--- src/hdl/sbq_pkg.sv ---
package sbq_pkg;

  localparam int BANDS_DEF        = 4;
  localparam int SAMPLE_WIDTH_DEF = 24;
  localparam int COEF_WIDTH_DEF   = 32;
  localparam int STATE_WIDTH      = 40;
  localparam int STATE_FRAC       = 16;
  localparam int COEFS_PER_BAND   = 5;
  localparam int STATES_PER_BAND  = 4;

  // input word function codes; the last one is unused and ignored
  typedef enum logic [1:0] {
    FUNC_PROC  = 2'd0,
    FUNC_LOAD  = 2'd1,
    FUNC_CLEAR = 2'd2,
    FUNC_RSVD  = 2'd3
  } func_t;

  // coefficient slots within a band
  typedef enum logic [2:0] {
    COEF_B0 = 3'd0,
    COEF_B1 = 3'd1,
    COEF_B2 = 3'd2,
    COEF_A1 = 3'd3,
    COEF_A2 = 3'd4
  } coef_slot_t;

  // datapath micro steps for one band on one channel
  typedef enum logic [2:0] {
    STEP_NONE,
    STEP_RD,
    STEP_MB0,
    STEP_Y,
    STEP_MA1,
    STEP_S1,
    STEP_MA2,
    STEP_S2
  } step_t;

  typedef struct packed {
    logic  accept;
    step_t step;
    logic  ch;
    logic  out_load;
  } cmd_t;

endpackage

--- src/hdl/sbq_if.sv ---
interface sbq_in_if #(
  parameter int SAMPLE_WIDTH = sbq_pkg::SAMPLE_WIDTH_DEF,
  parameter int COEF_WIDTH   = sbq_pkg::COEF_WIDTH_DEF
);
  logic                           valid;
  logic                           ready;
  logic [1:0]                     func;
  logic signed [SAMPLE_WIDTH-1:0] sample_left;
  logic signed [SAMPLE_WIDTH-1:0] sample_right;
  logic [1:0]                     coef_band;
  logic [2:0]                     coef_index;
  logic signed [COEF_WIDTH-1:0]   coef_value;

  modport source (output valid, func, sample_left, sample_right, coef_band, coef_index,
                  coef_value, input ready);
  modport sink   (input valid, func, sample_left, sample_right, coef_band, coef_index,
                  coef_value, output ready);
endinterface

interface sbq_out_if #(
  parameter int SAMPLE_WIDTH = sbq_pkg::SAMPLE_WIDTH_DEF
);
  logic                           valid;
  logic                           ready;
  logic signed [SAMPLE_WIDTH-1:0] out_left;
  logic signed [SAMPLE_WIDTH-1:0] out_right;

  modport source (output valid, out_left, out_right, input ready);
  modport sink   (input valid, out_left, out_right, output ready);
endinterface

interface sbq_cfg_if #(
  parameter int BANDS = sbq_pkg::BANDS_DEF
);
  logic             valid;
  logic             ready;
  logic [BANDS-1:0] data;

  modport source (output valid, data, input ready);
  modport sink   (input valid, data, output ready);
endinterface

--- src/hdl/stereo_biquad_cascade_eq_top.sv ---
// A process word runs the bands in order after accept, and the input stays closed until
// its result is loaded into the output register, which waits there if the last result
// is not yet taken. Each enabled band runs the steps RD, MB0, Y, MA1, S1, MA2, S2 once
// per channel on the one shared multiplier and the registered coefficient and state
// memory reads; a disabled band only passes through the band state. Load and clear
// words leave the block idle; the next word is taken while a result waits. Reset (rst,
// synchronous, active high) clears band enable, coefficients and state.
module stereo_biquad_cascade_eq_top #(
  parameter int BANDS        = sbq_pkg::BANDS_DEF,
  parameter int SAMPLE_WIDTH = sbq_pkg::SAMPLE_WIDTH_DEF,
  parameter int COEF_WIDTH   = sbq_pkg::COEF_WIDTH_DEF
) (
  input logic       clk,
  input logic       rst,
  sbq_in_if.sink    din,
  sbq_out_if.source dout,
  sbq_cfg_if.sink   cfg
);

  localparam int BW = (BANDS > 1) ? $clog2(BANDS) : 1;

  sbq_pkg::cmd_t cmd;
  logic [BW-1:0] band;

  sbq_ctrl #(.BANDS(BANDS), .BW(BW)) u_ctrl (
    .clk       (clk),
    .rst       (rst),
    .in_valid  (din.valid),
    .in_ready  (din.ready),
    .in_func   (din.func),
    .out_valid (dout.valid),
    .out_ready (dout.ready),
    .cfg_valid (cfg.valid),
    .cfg_ready (cfg.ready),
    .cfg_data  (cfg.data),
    .cmd       (cmd),
    .band      (band)
  );

  sbq_datapath #(
    .BANDS(BANDS), .SAMPLE_WIDTH(SAMPLE_WIDTH), .COEF_WIDTH(COEF_WIDTH), .BW(BW)
  ) u_dp (
    .clk          (clk),
    .rst          (rst),
    .cmd          (cmd),
    .band         (band),
    .func         (din.func),
    .sample_left  (din.sample_left),
    .sample_right (din.sample_right),
    .coef_band    (din.coef_band),
    .coef_index   (din.coef_index),
    .coef_value   (din.coef_value),
    .out_left     (dout.out_left),
    .out_right    (dout.out_right)
  );

endmodule

--- src/hdl/sbq_ctrl.sv ---
module sbq_ctrl #(
  parameter int BANDS = sbq_pkg::BANDS_DEF,
  parameter int BW    = (BANDS > 1) ? $clog2(BANDS) : 1
) (
  input  logic             clk,
  input  logic             rst,
  input  logic             in_valid,
  output logic             in_ready,
  input  logic [1:0]       in_func,
  output logic             out_valid,
  input  logic             out_ready,
  input  logic             cfg_valid,
  output logic             cfg_ready,
  input  logic [BANDS-1:0] cfg_data,
  output sbq_pkg::cmd_t    cmd,
  output logic [BW-1:0]    band
);

  typedef enum logic [3:0] {
    S_IDLE, S_BAND, S_RD, S_MB0, S_Y, S_MA1, S_S1, S_MA2, S_S2, S_FINISH
  } state_t;

  state_t           state;
  logic             ch;
  logic [BANDS-1:0] band_enable;
  logic             accept;
  logic             last_band;

  assign in_ready  = (state == S_IDLE);
  assign cfg_ready = 1'b1;
  assign accept    = in_valid && in_ready;
  assign last_band = (band == BW'(BANDS - 1));

  // decode the datapath command from the current state
  always_comb begin
    cmd.accept   = accept;
    cmd.ch       = ch;
    cmd.out_load = (state == S_FINISH) && (!out_valid || out_ready);
    case (state)
      S_RD:    cmd.step = sbq_pkg::STEP_RD;
      S_MB0:   cmd.step = sbq_pkg::STEP_MB0;
      S_Y:     cmd.step = sbq_pkg::STEP_Y;
      S_MA1:   cmd.step = sbq_pkg::STEP_MA1;
      S_S1:    cmd.step = sbq_pkg::STEP_S1;
      S_MA2:   cmd.step = sbq_pkg::STEP_MA2;
      S_S2:    cmd.step = sbq_pkg::STEP_S2;
      default: cmd.step = sbq_pkg::STEP_NONE;
    endcase
  end

  always_ff @(posedge clk) begin
    if (rst) begin
      state       <= S_IDLE;
      ch          <= 1'b0;
      band        <= '0;
      band_enable <= '0;
      out_valid   <= 1'b0;
    end else begin
      if (cfg_valid) begin
        band_enable <= cfg_data;
      end
      // drop the result once taken
      if (out_valid && out_ready) begin
        out_valid <= 1'b0;
      end
      case (state)
        S_IDLE: begin
          if (accept && (sbq_pkg::func_t'(in_func) == sbq_pkg::FUNC_PROC)) begin
            band  <= '0;
            ch    <= 1'b0;
            state <= S_BAND;
          end
        end
        S_BAND: begin
          if (band_enable[band]) begin
            state <= S_RD;
          end else if (last_band) begin
            state <= S_FINISH;
          end else begin
            band <= band + 1'b1;
          end
        end
        S_RD:  state <= S_MB0;
        S_MB0: state <= S_Y;
        S_Y:   state <= S_MA1;
        S_MA1: state <= S_S1;
        S_S1:  state <= S_MA2;
        S_MA2: state <= S_S2;
        S_S2: begin
          if (!ch) begin
            ch    <= 1'b1;
            state <= S_RD;
          end else begin
            ch <= 1'b0;
            if (last_band) begin
              state <= S_FINISH;
            end else begin
              band  <= band + 1'b1;
              state <= S_BAND;
            end
          end
        end
        S_FINISH: begin
          // hold until the output register is free
          if (!out_valid || out_ready) begin
            out_valid <= 1'b1;
            state     <= S_IDLE;
          end
        end
        default: state <= S_IDLE;
      endcase
    end
  end

endmodule

--- src/hdl/sbq_datapath.sv ---
module sbq_datapath #(
  parameter int BANDS        = sbq_pkg::BANDS_DEF,
  parameter int SAMPLE_WIDTH = sbq_pkg::SAMPLE_WIDTH_DEF,
  parameter int COEF_WIDTH   = sbq_pkg::COEF_WIDTH_DEF,
  parameter int BW           = (BANDS > 1) ? $clog2(BANDS) : 1
) (
  input  logic                           clk,
  input  logic                           rst,
  input  sbq_pkg::cmd_t                  cmd,
  input  logic [BW-1:0]                  band,
  input  logic [1:0]                     func,
  input  logic signed [SAMPLE_WIDTH-1:0] sample_left,
  input  logic signed [SAMPLE_WIDTH-1:0] sample_right,
  input  logic [1:0]                     coef_band,
  input  logic [2:0]                     coef_index,
  input  logic signed [COEF_WIDTH-1:0]   coef_value,
  output logic signed [SAMPLE_WIDTH-1:0] out_left,
  output logic signed [SAMPLE_WIDTH-1:0] out_right
);

  localparam int CN    = BANDS * sbq_pkg::COEFS_PER_BAND;
  localparam int SN    = BANDS * sbq_pkg::STATES_PER_BAND;
  localparam int CAW   = $clog2(CN);
  localparam int SAW   = $clog2(SN);
  localparam int STW   = sbq_pkg::STATE_WIDTH;
  localparam int FRAC  = sbq_pkg::STATE_FRAC;
  localparam int CF    = COEF_WIDTH - 4;
  localparam int PW    = COEF_WIDTH + SAMPLE_WIDTH;
  localparam int ACC_W = (PW + 4 > STW + 2) ? PW + 4 : STW + 2;
  localparam int SH_R  = (CF >= FRAC) ? CF - FRAC : 0;
  localparam int SH_L  = (CF < FRAC) ? FRAC - CF : 0;

  localparam logic signed [ACC_W-1:0] Y_HI  = ACC_W'((64'sd1 <<< (SAMPLE_WIDTH - 1)) - 1);
  localparam logic signed [ACC_W-1:0] Y_LO  = -Y_HI - ACC_W'(1);
  localparam logic signed [ACC_W-1:0] S_HI  = ACC_W'((64'sd1 <<< (STW - 1)) - 1);
  localparam logic signed [ACC_W-1:0] S_LO  = -S_HI - ACC_W'(1);
  localparam logic signed [ACC_W-1:0] HALF  = ACC_W'(64'sd1 <<< (FRAC - 1));

  // product brought to the state's fraction bits
  function automatic logic signed [ACC_W-1:0] scale(input logic signed [PW-1:0] p);
    logic signed [ACC_W-1:0] e;
    e = ACC_W'(p);
    return (e >>> SH_R) <<< SH_L;
  endfunction

  function automatic logic signed [STW-1:0] sat_state(input logic signed [ACC_W-1:0] v);
    logic signed [ACC_W-1:0] r;
    r = (v > S_HI) ? S_HI : ((v < S_LO) ? S_LO : v);
    return r[STW-1:0];
  endfunction

  logic signed [COEF_WIDTH-1:0]   cmem [CN];
  logic [CN-1:0]                  cvalid;
  logic signed [STW-1:0]          smem [SN];
  logic [SN-1:0]                  svalid;

  logic [CAW-1:0]                 c_raddr;
  logic [CAW-1:0]                 c_waddr;
  logic                           c_we;
  logic signed [COEF_WIDTH-1:0]   coef_q;
  logic                           coef_ok;
  logic [SAW-1:0]                 s_raddr;
  logic [SAW-1:0]                 s_waddr;
  logic                           s_we;
  logic signed [STW-1:0]          s_wdata;
  logic signed [STW-1:0]          st_q;
  logic                           st_ok;

  logic signed [SAMPLE_WIDTH-1:0] xl;
  logic signed [SAMPLE_WIDTH-1:0] xr;
  logic signed [SAMPLE_WIDTH-1:0] y;
  logic signed [SAMPLE_WIDTH-1:0] xs;
  logic signed [SAMPLE_WIDTH-1:0] mop;
  logic signed [COEF_WIDTH-1:0]   mcoef;
  logic signed [PW-1:0]           prod;
  logic signed [ACC_W-1:0]        acc;
  logic signed [ACC_W-1:0]        s1h;
  logic signed [ACC_W-1:0]        s2h;
  logic signed [ACC_W-1:0]        sum_y;
  logic signed [ACC_W-1:0]        t_y;
  logic signed [ACC_W-1:0]        diff;
  logic [2:0]                     c_off;
  logic                           s_off;
  logic                           load_ok;

  assign xs    = cmd.ch ? xr : xl;
  assign mcoef = coef_ok ? coef_q : '0;

  // coefficient slot for each step
  always_comb begin
    case (cmd.step)
      sbq_pkg::STEP_RD:  c_off = sbq_pkg::COEF_B0;
      sbq_pkg::STEP_MB0: c_off = sbq_pkg::COEF_B1;
      sbq_pkg::STEP_Y:   c_off = sbq_pkg::COEF_A1;
      sbq_pkg::STEP_MA1: c_off = sbq_pkg::COEF_B2;
      sbq_pkg::STEP_S1:  c_off = sbq_pkg::COEF_A2;
      default:           c_off = sbq_pkg::COEF_B0;
    endcase
  end

  assign s_off   = (cmd.step == sbq_pkg::STEP_MB0);
  assign c_raddr = CAW'(int'(band) * sbq_pkg::COEFS_PER_BAND + int'(c_off));
  assign s_raddr = SAW'(int'(band) * sbq_pkg::STATES_PER_BAND + (cmd.ch ? 2 : 0)
                        + (s_off ? 1 : 0));
  assign s_waddr = SAW'(int'(band) * sbq_pkg::STATES_PER_BAND + (cmd.ch ? 2 : 0)
                        + ((cmd.step == sbq_pkg::STEP_S2) ? 1 : 0));

  // multiplier operand: band input or band output
  always_comb begin
    case (cmd.step)
      sbq_pkg::STEP_MA1, sbq_pkg::STEP_MA2: mop = y;
      default:                              mop = xs;
    endcase
  end

  // band output: round half up, saturate to sample width
  assign sum_y = scale(prod) + s1h + HALF;
  assign t_y   = sum_y >>> FRAC;
  assign diff  = acc - scale(prod);

  assign s_we    = (cmd.step == sbq_pkg::STEP_S1) || (cmd.step == sbq_pkg::STEP_S2);
  assign s_wdata = sat_state(diff);

  assign load_ok = (int'(coef_band) < BANDS) && (int'(coef_index) < sbq_pkg::COEFS_PER_BAND);
  assign c_we    = cmd.accept && (sbq_pkg::func_t'(func) == sbq_pkg::FUNC_LOAD) && load_ok;
  assign c_waddr = CAW'(int'(coef_band) * sbq_pkg::COEFS_PER_BAND + int'(coef_index));

  // valid bits stand in for the all-zero reset of both stores
  always_ff @(posedge clk) begin
    if (rst) begin
      cvalid <= '0;
      svalid <= '0;
    end else begin
      if (c_we) begin
        cvalid[c_waddr] <= 1'b1;
      end
      if (cmd.accept && (sbq_pkg::func_t'(func) == sbq_pkg::FUNC_CLEAR)) begin
        svalid <= '0;
      end else if (s_we) begin
        svalid[s_waddr] <= 1'b1;
      end
    end
  end

  // coefficient memory
  always_ff @(posedge clk) begin
    if (c_we) begin
      cmem[c_waddr] <= coef_value;
    end
    coef_q  <= cmem[c_raddr];
    coef_ok <= cvalid[c_raddr];
  end

  // filter state memory
  always_ff @(posedge clk) begin
    if (s_we) begin
      smem[s_waddr] <= s_wdata;
    end
    st_q  <= smem[s_raddr];
    st_ok <= svalid[s_raddr];
  end

  // shared multiplier and accumulator
  always_ff @(posedge clk) begin
    prod <= mcoef * mop;
    if (cmd.accept && (sbq_pkg::func_t'(func) == sbq_pkg::FUNC_PROC)) begin
      xl <= sample_left;
      xr <= sample_right;
    end
    case (cmd.step)
      sbq_pkg::STEP_MB0: s1h <= st_ok ? ACC_W'(st_q) : '0;
      sbq_pkg::STEP_Y: begin
        s2h <= st_ok ? ACC_W'(st_q) : '0;
        y   <= (t_y > Y_HI) ? Y_HI[SAMPLE_WIDTH-1:0] :
               ((t_y < Y_LO) ? Y_LO[SAMPLE_WIDTH-1:0] : t_y[SAMPLE_WIDTH-1:0]);
      end
      sbq_pkg::STEP_MA1: acc <= scale(prod) + s2h;
      sbq_pkg::STEP_MA2: acc <= scale(prod);
      sbq_pkg::STEP_S2: begin
        if (cmd.ch) begin
          xr <= y;
        end else begin
          xl <= y;
        end
      end
      default: ;
    endcase
    if (cmd.out_load) begin
      out_left  <= xl;
      out_right <= xr;
    end
  end

endmodule

--- src/flat_wrapper.sv ---
// flat-port wrapper written by rule: the top's interface ports become plain ports
module stereo_biquad_cascade_eq_top_flat 
#(
  parameter int BANDS        = sbq_pkg::BANDS_DEF,
  parameter int SAMPLE_WIDTH = sbq_pkg::SAMPLE_WIDTH_DEF,
  parameter int COEF_WIDTH   = sbq_pkg::COEF_WIDTH_DEF
)
  (clk, rst, din_valid, din_func, din_sample_left, din_sample_right, din_coef_band, din_coef_index, din_coef_value, din_ready, dout_valid, dout_out_left, dout_out_right, dout_ready, cfg_valid, cfg_data, cfg_ready);
  sbq_in_if #(.SAMPLE_WIDTH(SAMPLE_WIDTH), .COEF_WIDTH(COEF_WIDTH)) din_i ();
  sbq_out_if #(.SAMPLE_WIDTH(SAMPLE_WIDTH)) dout_i ();
  sbq_cfg_if #(.BANDS(BANDS)) cfg_i ();
  input logic clk;
  input logic rst;
  input wire logic [$bits(din_i.valid)-1:0] din_valid;
  input wire logic [$bits(din_i.func)-1:0] din_func;
  input wire logic [$bits(din_i.sample_left)-1:0] din_sample_left;
  input wire logic [$bits(din_i.sample_right)-1:0] din_sample_right;
  input wire logic [$bits(din_i.coef_band)-1:0] din_coef_band;
  input wire logic [$bits(din_i.coef_index)-1:0] din_coef_index;
  input wire logic [$bits(din_i.coef_value)-1:0] din_coef_value;
  output wire logic [$bits(din_i.ready)-1:0] din_ready;
  output wire logic [$bits(dout_i.valid)-1:0] dout_valid;
  output wire logic [$bits(dout_i.out_left)-1:0] dout_out_left;
  output wire logic [$bits(dout_i.out_right)-1:0] dout_out_right;
  input wire logic [$bits(dout_i.ready)-1:0] dout_ready;
  input wire logic [$bits(cfg_i.valid)-1:0] cfg_valid;
  input wire logic [$bits(cfg_i.data)-1:0] cfg_data;
  output wire logic [$bits(cfg_i.ready)-1:0] cfg_ready;
  assign din_i.valid = din_valid;
  assign din_i.func = din_func;
  assign din_i.sample_left = din_sample_left;
  assign din_i.sample_right = din_sample_right;
  assign din_i.coef_band = din_coef_band;
  assign din_i.coef_index = din_coef_index;
  assign din_i.coef_value = din_coef_value;
  assign din_ready = din_i.ready;
  assign dout_valid = dout_i.valid;
  assign dout_out_left = dout_i.out_left;
  assign dout_out_right = dout_i.out_right;
  assign dout_i.ready = dout_ready;
  assign cfg_i.valid = cfg_valid;
  assign cfg_i.data = cfg_data;
  assign cfg_ready = cfg_i.ready;
  stereo_biquad_cascade_eq_top #(.BANDS(BANDS), .SAMPLE_WIDTH(SAMPLE_WIDTH), .COEF_WIDTH(COEF_WIDTH)) u_core (.clk(clk), .rst(rst), .din(din_i), .dout(dout_i), .cfg(cfg_i));
endmodule
--- config.mk ---
export PLATFORM = sky130hd
export DESIGN_NAME = stereo_biquad_cascade_eq_top_flat
export DESIGN_NICKNAME = d
export VERILOG_FILES = /design/src/hdl/sbq_pkg.sv /design/src/hdl/sbq_if.sv /design/src/hdl/stereo_biquad_cascade_eq_top.sv /design/src/hdl/sbq_ctrl.sv /design/src/hdl/sbq_datapath.sv /design/src/flat_wrapper.sv
export SDC_FILE = /design/constraint.sdc
export NUM_CORES = 2
export LEC_CHECK = 0
export BUFFER_PORTS_ARGS = -buffer_cell sky130_fd_sc_hd__buf_2
export CAP_MARGIN = 30
export CORE_MARGIN = 3
export CORE_UTILIZATION = 55
export CTS_CLUSTER_DIAMETER = 50
export DETAILED_ROUTE_END_ITERATION = 16
export PLACE_DENSITY = 0.67
export SETUP_SLACK_MARGIN = 0.3
export SLEW_MARGIN = 10
export SYNTH_ARGS = -nofsm -noshare
export SYNTH_HDL_FRONTEND = slang
export SYNTH_SLANG_ARGS = --single-unit
--- constraint.sdc ---
create_clock -name clk -period 14.2 [get_ports clk]
set_clock_uncertainty 0.1 [all_clocks]
set_input_delay 1.42 -clock clk [delete_from_list [all_inputs] [get_ports clk]]
set_output_delay 1.42 -clock clk [all_outputs]
set_load 0.02 [all_outputs]
==> impl_metrics.yaml <==
run_status:
  outcome: "finished clean"
global_routing:
  grt_pass1_wl_microns: 376500
  grt_pass1_vias: 59430
  grt.total_usage_pct: 28.12
  use_met2_pct: 43.87
  grt_antenna_before_repair: 17
  overflow: 0
  grt_busiest_layer: "met2"
  gr-usage-met1_pct: 39.62
  grtUsageMet3_pct: 5.712
  grt_max_degree: 115
route:
  viasPerCell: 6.015
  post-route-drc-count: 0
  antenna_left: 0
  dr.pass1.iters: 6
  drtIter0Drc: 5832
  vias: 57520
  avgRoutedWirePerCell_microns: 26.00
  wirelength_microns: 248600
setup_path:
  crit_arrival_ns: 10.60
  worst-path-buf-inv: 4
  reg2reg_depth: 26
  rrSetupSlack_ns: 4.21
  reg2reg_to: "u_core.u_dp.prod[49]"
  slowest_stage: "clkinv_1"
  crit_family: "adder cells"
  crit_top_cell: "fa_1"
  reg2reg_from: "u_core.u_ctrl.state[3]"
  critPathCaptureType: "flop"
  crit_fanout: 59
  slowest_delay_ns: 0.78
  worstPathRequired_ns: 14.81
  critPathKind: "flop to flop"
  crit_path_start_kind: "flop"
pwr:
  power_density_nw_per_um2: 128.9
  peakVddDrop_uv: 127.5
  p_total_mw: 13.68
  cellLeakagePower_nw: 40.35
synth:
  async_flop_share_pct: 0
  netlist_area_sq_um: 96430
  synthMuxAreaShare_pct: 10.64
  yosys_register_bits: 1706
  yosys-top-cells-count: "edfxtp_1 (1,492), inv_1 (843), fa_1 (786), nand2_1 (600), nor2_1 (539)"
  synth.distinct_cells: 82
  yosys.area.top_type: "edfxtp_1"
  synth-simple-area-share_pct: 6.921
  synth_top_family_by_area: "adder cells"
  syn-num-nets: 8152
  synth_top_area_share_pct: 46.46
  ys_top_cells_by_area: "edfxtp_1 (46%), fa_1 (16%), mux4_2 (9.4%), ha_1 (4.6%), dfxtp_1 (4.4%)"
  synth-edff-count: 1492
  synth_fa_ha_area_share_pct: 20.87
  synth_compound_area_share_pct: 4.611
  syn_inst: 6919
  synth_most_common_cell: "edfxtp_1"
  synthFlopType: "edfxtp_1"
  synthXorXnorAreaFrac_pct: 1.517
  yosys_warnings: 0
  syn_avg_cell_area_sq_um: 13.94
  yosysSeqAreaShare_pct: 50.90
run:
  maxCapViolations: 0
layout:
  fin_nets: 8312
  layout-drive-gt1-share_pct: 14.89
  fill_cells: 13050
  area_growth_pct: 10.09
floorplanning:
  die_y_microns: 424.7
  die_w_microns: 424.7
  fp.dieArea_sq_um: 180400
  pin_count: 147
  core_sq_um: 174000
  rows: 153
  start_util_pct: 55.42
clock_tree:
  path_clk_slew_ns: 0.06
  hold_buffers: 0
  clkSinkCount: 1706
  htreeDepth: 4
  cts_buffer_depth: 3
  cts_setup_buffers: 0
  worstSkewPairLatency_ns: 0.83
  cts_tree: "done"
  cts_resized: 0
  cts-root-buf: "clkbuf_16"
  cts_buffers: 176
timing:
  max_freq_mhz: 100.1
  setup_tns_ns: 0
  tightest_slew_ns: 1.036
  setup_viol: 0
  hold_viol_final: 0
  rsz0062_at_grt: "false"
  slew_headroom_pct: 30.46
  finalCriticalPeriod_ns: 9.993
  maxSlewViolCount: 0
  fin_crit_sh_pct: 70.37
placement:
  place.gp.congestion: 0.9368
  place_hpwl_microns: 161000
  numPortBuffers: 145
worst_hold_path:
  hp-class: "flop to flop"
  min_delay_path_depth: 0
  hold_end: "u_core.u_dp.out_right[21]"
  hold_start: "u_core.u_dp.xr[21]"
==> where the power goes <==
group	internal [mW]	total, mW	leakage (nW)	switching [mW]
combinational	0.980	2.93	22.5	1.95
clock	2.63	4.58	2.80	1.95
sequential	6.06	6.17	15.1	0.111
==> worst reg2reg max path, cell delays in order (launching register included) <==
cell,delay [ns]
dfxtp_1,0.59
nand3b_2,0.20
buf_4,0.55
o21a_1,0.41
clkinv_1,0.78
nor2_1,0.39
fa_1,0.47
fa_1,0.51
fa_1,0.44
fa_1,0.53
fa_1,0.44
fa_1,0.50
inv_1,0.06
fa_1,0.48
inv_1,0.05
ha_1,0.34
a21o_1,0.20
a21o_1,0.18
a21o_1,0.17
a21o_1,0.17
a21oi_1,0.15
o21ai_0,0.18
a221oi_1,0.67
a21oi_1,0.16
nor2_1,0.48
a211oi_1,0.26
a311o_1,0.41
==> worst max path at each step <==
stage                                 startpoint              endpoint  slack, ns  cells after the start
final                     u_core.u_ctrl.state[3]  u_core.u_dp.prod[49]       4.21                     26
after global routing      u_core.u_ctrl.state[3]  u_core.u_dp.prod[49]       3.80                     26
after CTS                 u_core.u_ctrl.state[3]  u_core.u_dp.prod[49]       4.36                     26
after detailed placement  u_core.u_ctrl.state[3]  u_core.u_dp.prod[49]       4.43                     26
after global placement    u_core.u_ctrl.state[3]  u_core.u_dp.prod[49]       4.37                     26
after floorplan                 u_core.u_ctrl.ch  u_core.u_dp.prod[50]       5.62                     33
==> routing by layer <==
metal | vias up | share of wire, % | wire length (microns)
met3 | 513 | 9.2 | 22810
li1 | 24580 | - | -
met2 | 2581 | 47 | 116200
met4 | 10 | 3.9 | 9774
met1 | 29840 | 40 | 99820
met5 | - | 0.027 | 66
==> kinds of logic after synthesis <==
family | after synthesis
muxes | 517
buffers and inverters | 1154
adders and majority gates | 1137
and+or+nand+nor | 1525
AOI/OAI and AO/OA | 712
other | 1
xor gates and xnor gates | 167
DFF | 1706
==> layout by cell type, fill, tap and decap left out, types with 35 or more instances in the layout <==
cell type / count
a21o_1: 82
a21oi_1: 155
and2_1: 94
buf_2: 146
buf_4: 136
clkbuf_1: 58
clkbuf_16: 177
dfxtp_1: 211
edfxtp_1: 1492
fa_1: 785
ha_1: 349
inv_1: 842
mux2_2: 35
mux2i_1: 77
mux4_2: 403
nand2_1: 600
nand2b_1: 45
nand3_1: 37
nor2_1: 534
nor3_1: 41
o21a_1: 55
o21ai_0: 215
xnor2_1: 95
xor2_1: 71
==> cell type report <==
cell class	count	area [sq um]	area share, %
sequential	1706	49090	46.25
multi-input combinational	4059	43280	40.77
clock buffer	245	4785	4.507
inverter	845	3173	2.989
tap	2325	2909	2.740
timing repair buffer	291	1918	1.807
clock inverter	82	979.7	0.9229
antenna	10	25.02	0.02357
==> sequential cells by signal, summed over array words and instances (netlist names), 2 cells and up <==
register                   count
u_core.u_dp.out_left          24
u_core.u_dp.y                 24
u_core.u_dp.coef_q            32
u_core.u_dp.cmem             640
u_core.u_dp.s1h               40
u_core.u_dp.s2h               40
u_core.u_ctrl.band             2
u_core.u_dp.acc               60
u_core.u_dp.prod              44
u_core.u_ctrl.band_enable      4
u_core.u_dp.svalid            16
u_core.u_dp.cvalid            20
u_core.u_dp.xr                24
u_core.u_dp.smem             640
u_core.u_ctrl.state            4
u_core.u_dp.st_q              40
u_core.u_dp.xl                24
u_core.u_dp.out_right         24
==> stage by stage <==
step	util [%]	cells	hold slack (ns)	worst slack [ns]	cell area, sq um
after global routing	61.00	9555	0.3636	3.800	106100
after floorplan	-	6919	0.3239	5.621	96430
after detailed placement	57.59	9209	0.3392	4.432	100200
after CTS	60.90	9536	0.3546	4.363	106000
final	61.01	9563	0.3555	4.207	106200
after global placement	57.53	9199	0.3345	4.366	100100
(Power assumes the default switching activity.)
